==> src/rtl/mpfd_pkg.sv <==
// Shared types and constants for the page framebuffer drawing engine.
`timescale 1ns / 1ps
package mpfd_pkg;
    localparam int STORE_DEPTH = 1024;
    localparam int ADDR_W = 10;
    localparam int COORD_W = 14;

    typedef enum logic [2:0] {
        OP_PIXEL = 3'd0,
        OP_HLINE = 3'd1,
        OP_VLINE = 3'd2,
        OP_OUTLINE = 3'd3,
        OP_FILL = 3'd4,
        OP_READ = 3'd5
    } op_t;

    localparam logic [1:0] PEN_CLEAR = 2'd0;
    localparam logic [1:0] PEN_SET = 2'd1;
    localparam logic [1:0] PEN_INVERT = 2'd2;

    // One segment for the byte walker: a line, vertical or horizontal.
    typedef struct packed {
        logic vertical;
        logic signed [COORD_W-1:0] x;
        logic signed [COORD_W-1:0] y;
        logic signed [COORD_W-1:0] len;
    } seg_t;

    // Applies a pen to a byte under a mask.
    function automatic logic [7:0] pen_apply(input logic [7:0] d, input logic [7:0] m,
                                             input logic [1:0] pen);
        logic [7:0] r;
        r = d;
        case (pen)
            PEN_CLEAR: r = d & ~m;
            PEN_SET: r = d | m;
            PEN_INVERT: r = d ^ m;
            default: r = d;
        endcase
        return r;
    endfunction
endpackage

==> src/rtl/mpfd_walker.sv <==
// Byte walker: clips one segment and applies read-modify-write to each byte.
`timescale 1ns / 1ps
module mpfd_walker #(
    parameter int SCREEN_WIDTH = 128,
    parameter int SCREEN_HEIGHT = 64
) (
    input  logic                 clk,
    input  logic                 rst_n,
    input  logic                 start,
    input  mpfd_pkg::seg_t       seg,
    input  logic [1:0]           pen,
    output logic                 busy,
    output logic                 mem_we,
    output logic [mpfd_pkg::ADDR_W-1:0] mem_addr,
    output logic [7:0]           mem_wdata,
    input  logic [7:0]           mem_rdata
);
    import mpfd_pkg::*;

    typedef enum logic [1:0] {
        W_IDLE,
        W_CLIP,
        W_READ,
        W_WRITE
    } wstate_t;

    localparam int IDX_W = 16;
    localparam logic signed [COORD_W-1:0] SW = COORD_W'(SCREEN_WIDTH);
    localparam logic signed [COORD_W-1:0] SH = COORD_W'(SCREEN_HEIGHT);

    wstate_t state_reg, state_next;
    seg_t seg_reg, seg_next;
    logic [IDX_W-1:0] idx_reg, idx_next;
    logic signed [COORD_W-1:0] rem_reg, rem_next;
    logic [2:0] off_reg, off_next;
    logic [7:0] mask_reg, mask_next;

    logic signed [COORD_W-1:0] cx, cy, clen, cend;
    logic signed [COORD_W-1:0] modv;
    logic [7:0] vmask;
    logic in_store;

    // Clipping of the held segment.
    always_comb
    begin
        cx = seg_reg.x;
        cy = seg_reg.y;
        clen = seg_reg.len;
        if (seg_reg.vertical)
        begin
            if (cy < 0)
            begin
                clen = clen + cy;
                cy = '0;
            end
            cend = cy + clen;
            if (cend > SH)
            begin
                clen = SH - cy;
            end
        end
        else
        begin
            if (cx < 0)
            begin
                clen = clen + cx;
                cx = '0;
            end
            cend = cx + clen;
            if (cend > SW)
            begin
                clen = SW - cx;
            end
        end
    end

    // Mask for the next vertical byte given remaining rows and bit offset.
    always_comb
    begin
        modv = COORD_W'(8) - COORD_W'(off_reg);
        if (rem_reg >= modv)
        begin
            vmask = 8'hFF << off_reg;
        end
        else
        begin
            vmask = (8'hFF >> (4'd8 - rem_reg[3:0])) << off_reg;
        end
    end

    assign in_store = (idx_reg < IDX_W'(STORE_DEPTH));
    assign busy = (state_reg != W_IDLE);
    assign mem_addr = idx_reg[ADDR_W-1:0];
    assign mem_we = (state_reg == W_WRITE) && in_store;
    assign mem_wdata = pen_apply(mem_rdata, mask_reg, pen);

    always_comb
    begin
        state_next = state_reg;
        seg_next = seg_reg;
        idx_next = idx_reg;
        rem_next = rem_reg;
        off_next = off_reg;
        mask_next = mask_reg;
        unique case (state_reg)
            W_IDLE:
            begin
                if (start)
                begin
                    seg_next = seg;
                    state_next = W_CLIP;
                end
            end
            W_CLIP:
            begin
                state_next = W_IDLE;
                if (seg_reg.vertical)
                begin
                    if (cx >= 0 && cx < SW && clen > 0)
                    begin
                        idx_next = IDX_W'(cx) + IDX_W'(cy >>> 3) * IDX_W'(SCREEN_WIDTH);
                        off_next = cy[2:0];
                        rem_next = clen;
                        state_next = W_READ;
                    end
                end
                else
                begin
                    if (cy >= 0 && cy < SH && clen > 0)
                    begin
                        idx_next = IDX_W'(cx) + IDX_W'(cy >>> 3) * IDX_W'(SCREEN_WIDTH);
                        off_next = cy[2:0];
                        rem_next = clen;
                        state_next = W_READ;
                    end
                end
            end
            W_READ:
            begin
                if (seg_reg.vertical)
                begin
                    mask_next = vmask;
                end
                else
                begin
                    mask_next = 8'h01 << off_reg;
                end
                state_next = W_WRITE;
            end
            W_WRITE:
            begin
                if (seg_reg.vertical)
                begin
                    rem_next = rem_reg - modv;
                    off_next = '0;
                    idx_next = idx_reg + IDX_W'(SCREEN_WIDTH);
                end
                else
                begin
                    rem_next = rem_reg - COORD_W'(1);
                    idx_next = idx_reg + IDX_W'(1);
                end
                state_next = (rem_next > 0) ? W_READ : W_IDLE;
            end
            default: state_next = W_IDLE;
        endcase
    end

    always_ff @(posedge clk or negedge rst_n)
    begin
        if (!rst_n)
        begin
            state_reg <= W_IDLE;
        end
        else
        begin
            state_reg <= state_next;
        end
    end

    always_ff @(posedge clk)
    begin
        seg_reg <= seg_next;
        idx_reg <= idx_next;
        rem_reg <= rem_next;
        off_reg <= off_next;
        mask_reg <= mask_next;
    end
endmodule

==> config.mk <==
export PLATFORM = sky130hd
export DESIGN_NAME = mpfd_walker
export DESIGN_NICKNAME = d
export VERILOG_FILES = /design/src/rtl/mpfd_pkg.sv /design/src/rtl/mpfd_walker.sv
export SDC_FILE = /design/constraint.sdc
export NUM_CORES = 1
export LEC_CHECK = 0
export ABC_AREA = 1
export BUFFER_PORTS_ARGS = -buffer_cell sky130_fd_sc_hd__buf_2
export CAP_MARGIN = 0
export CORE_MARGIN = 10
export CORE_UTILIZATION = 40
export DETAILED_ROUTE_END_ITERATION = 7
export RECOVER_POWER = 50
export SETUP_SLACK_MARGIN = 0.1
export SYNTH_ARGS = -nofsm -noshare
export SYNTH_HDL_FRONTEND = slang
export SYNTH_SLANG_ARGS = --single-unit
==> constraint.sdc <==
create_clock -name clk -period 5.7 [get_ports clk]
set_clock_uncertainty 0.15 [all_clocks]
set_input_delay 0.57 -clock clk [delete_from_list [all_inputs] [get_ports clk]]
set_output_delay 0.57 -clock clk [all_outputs]
set_load 0.01 [all_outputs]
==> results.md <==
* Most frequent cells in the layout: nand2_1 (370), inv_1 (238), nor2_1 (143), nand3_1 (113), ha_1 (93)
* Clock power share at 14.5%
* Max Root-Sink Buffers at 2
* Reg clk slew, reported paths at 0.07 ns
* Asr flop ratio synth at under 10%
* Antenna violations before repair at 0
* Area contributors post-synth: edfxtp_1 (26%), nand2_1 (14%), ha_1 (12%), inv_1 (9.2%), nand3_1 (5.8%)
* Combinational share of power at a little over three fifths
* Cell variety after synth at 55
* Worst hold slack at 0.235 ns
* Reg2Reg Depth at 27
* WP data required at 5.60 ns
* Layout cells sized above 1 at 9.25%
* Outcome: finished with violations
* FILL cells at 2463
* PwrDens at 430 nW/um2
* Mapped Cells at ~1400
* First-pass DRT Iterations at 7
* Synth Warn # at 0
* Register area at 2570 um2
* Initial core utilization at between 40% and 50%
* Post-synth EDFFs at 84
* Rel. slew slack at -76.2%
* Multiplexer share of the synthesized area at 0.103%
* Total Routing Usage GR at 18.3%
* LEAKAGE at between 5 and 6 nW
* Final Slew Violations at 44
* Failing checks: max-capacitance violations, max-slew violations
* Worst Hold Path EP: seg_reg[8]$_DFFE_PP_
* Setup violations, final at 0
* Via/cell ratio at slightly above 5
* PnR worst setup slack at 0.481 ns
* Critical Path Sink Type: flip-flop
* Worst R2R Start: seg_reg[0]$_DFFE_PP_
* DP HPWL at 23600 um
* Root Buffer: clkbuf_16
* Number of diodes at 0
* Synth Net Count at around 1600
* Switching power at 0.00230 W
* Critical-path maximum fanout at 23
* Number of synthesized register bits at 86
* Crit path DAT at between 5 and 6 ns
* Port Buffers at 75
* Post-Route Setup TNS at 0 ns
* Post-Syn Area at 9670 um2
* Sw frac at 50.0%
* Chip height at around 180 um
* Cell internal pwr at 0.00230 W
* Final nets at ~1600
* CTS H-Tree Depth at 3
* RSZ-0062 raised after global routing: no
* Syn avg cell area at 6.80 um2
* Tightest Pin Transition at 2.64 ns
* Clk Latency, worst-skew pair at 0.35 ns
* DP Worst Slack at approximately 0.31 ns
* RePlAce Congestion at 0.944
* Largest net degree at the start of global routing at 44
* R2r setup slk at ~0.48 ns
* Period utilization at about nine tenths
* Die area at 30800 um2
* Largest family of logic cells by synthesized area: simple AND/OR/NAND/NOR gates
* Hold Crit Start: seg[8]
* Endpoints failing hold at 0
* Crit path kind: reg -> reg
* Simple-Gate Fraction of Synth Area at 31.9%
* CTS Sinks at 86
* Vias in the first global route at 8839
* Ys flop type: edfxtp_1
* RR Endpoint: idx_reg[14]$_DFFE_PP_
* WL/cell at between 15 and 20 um
* Core area at 23600 um2
* Max_cap viols at 1
* First-pass GRT wire length at 46200 um
* Die X-Extent at ~180 um
* Hold Crit Depth at 1
* Fmax at 192 MHz
* Final min period at 5.22 ns
* Area grow syn2layout at 10.6%
* Max IR drop VDD at 0.203 mV
* Most common cell after layout, fill and taps aside: nand2_1
* Total grt overflow at 0
* Hold Path Class: in -> reg
* # IOs at 76
* Starting DRT DRC Count at 643
* Synth Area in Adders at 13.4%
* ANT nets after route at 0
* Multi-input gate area at 5980 um2
* Startpoint Class: flip-flop
* Area fraction of the dominant cell type after synthesis at 26.1%
* Compound-Gate Fraction of Synth Area at 11.3%
* Routed vias at 9233
* DRC viols at 0
* Post-synth top area cell: edfxtp_1
* Number of flip-flops in the largest register at 43
* Reg power frac at 23.0%
* Synth Area in XOR/XNOR at 4.80%
* TritonCTS clock tree: built
* Routed wire length at 28700 um
* Sequential fraction of the synthesis area at about a quarter
* Number of CTS-inserted buffers at 9
* Rows at between 50 and 60
## cell type report
type	instances	area share, %
timing repair buffer	91	4.50
tap	319	3.73
multi-input combinational	1050	55.9
clock inverter	6	0.889
inverter	249	8.79
sequential	86	24.1
clock buffer	10	2.14
## power by group through the flow
stage	sequential (W)	combinational, W	clock (W)
global route	0.00107	0.00327	0.000704
finish	0.00106	0.00288	0.000665
floorplan	0.00100	0.00215	0
detailed placement	0.00106	0.00280	0
CTS	0.00105	0.00282	0.000678
global placement	0.00106	0.00281	0
## routing by layer
metal,global-route usage [%],vias to the layer above,share of wire (%)
met5,0,-,0
met4,3.85,0,1.6
met3,2.83,26,5.2
met2,30.7,281,46
met1,24.5,4170,48
li1,-,4756,-
## worst max-delay path: stages (launching register included)
cell and delay (ns):
edfxtp_1 0.48, ha_1 0.26, inv_1 0.07, fa_1 0.41, o31ai_2 0.33, xor2_1 0.17, nand2_1 0.06, o21ai_0 0.17
inv_1 0.08, ha_1 0.36, nand2_1 0.12, nor2_1 0.16, nand3_1 0.13, nand3_1 0.12, nand2_1 0.07, nand3_1 0.10
nand3_1 0.13, nand2_4 0.20, o21ai_4 0.09, buf_4 0.18, inv_2 0.07, nand4_1 0.07, nand3_1 0.16, nand2_1 0.09
a21oi_2 0.17, nand2_1 0.10, a21oi_2 0.19, buf_12 0.20
## synth_stat cells (all sizes together) (2+ instances only)
library cell,n
a22oi,2
clkbuf,16
o211ai,2
nor3,17
nand3,119
o21bai,6
nand4,18
a21oi,56
nor2,151
inv,246
fa,6
o31ai,8
nand3b,9
ha,94
xor2,41
or2,6
clkinv,3
edfxtp,84
o21ai,70
o22ai,5
dfrtp,2
a21o,3
o211a,2
nor4,8
nand2,382
xnor2,12
a31oi,9
buf,21
o32ai,3
a221oi,8
a21boi,4
## cells by family (layout without fill, tap and decap cells)
| group | count (synthesis) | in the layout |
|---|---|---|
| AO/OA/AOI/OAI | 183 | 183 |
| flip-flops | 86 | 86 |
| multiplexers | 1 | 1 |
| buffers and inverters | 286 | 356 |
| AND/OR/NAND/NOR | 713 | 713 |
| adder cells (fa/ha/maj) | 100 | 100 |
| XOR/XNOR | 53 | 53 |
## metrics by stage
stage / std cells / utilization, % / instance area, um2 / total power, W
after floorplan: 1422 / - / 9670 / 0.00316
after global placement: 1790 / 43.8 / 10300 / 0.00387
after detailed placement: 1790 / 43.8 / 10300 / 0.00386
after CTS: 1807 / 45.2 / 10700 / 0.00455
after global routing: 1811 / 45.3 / 10700 / 0.00505
final: 1811 / 45.3 / 10700 / 0.00460
## worst max-delay path by stage
stage,from,end,slack (ns),depth (start not counted)
2_1_floorplan,seg_reg[0]$_DFFE_PP_,idx_reg[10]$_DFFE_PP_,0.44,27
3_3_place_gp,seg_reg[0]$_DFFE_PP_,idx_reg[13]$_DFFE_PP_,0.44,27
3_5_place_dp,seg_reg[0]$_DFFE_PP_,idx_reg[13]$_DFFE_PP_,0.31,27
4_1_cts,seg_reg[0]$_DFFE_PP_,rem_reg[11]$_DFFE_PP_,0.28,27
5_1_grt,seg_reg[0]$_DFFE_PP_,rem_reg[11]$_DFFE_PP_,0.11,27
6_report,seg_reg[0]$_DFFE_PP_,idx_reg[14]$_DFFE_PP_,0.48,27
## repair_timing
action                                  4_1_cts  5_1_grt
hold buffers                                  1        0
hold endpoints to repair                      2        0
endpoints found under the setup margin        0       33
buffers inserted                              0        4
resized for setup                             0        9
Note: power is estimated with default switching activity, not from simulation.
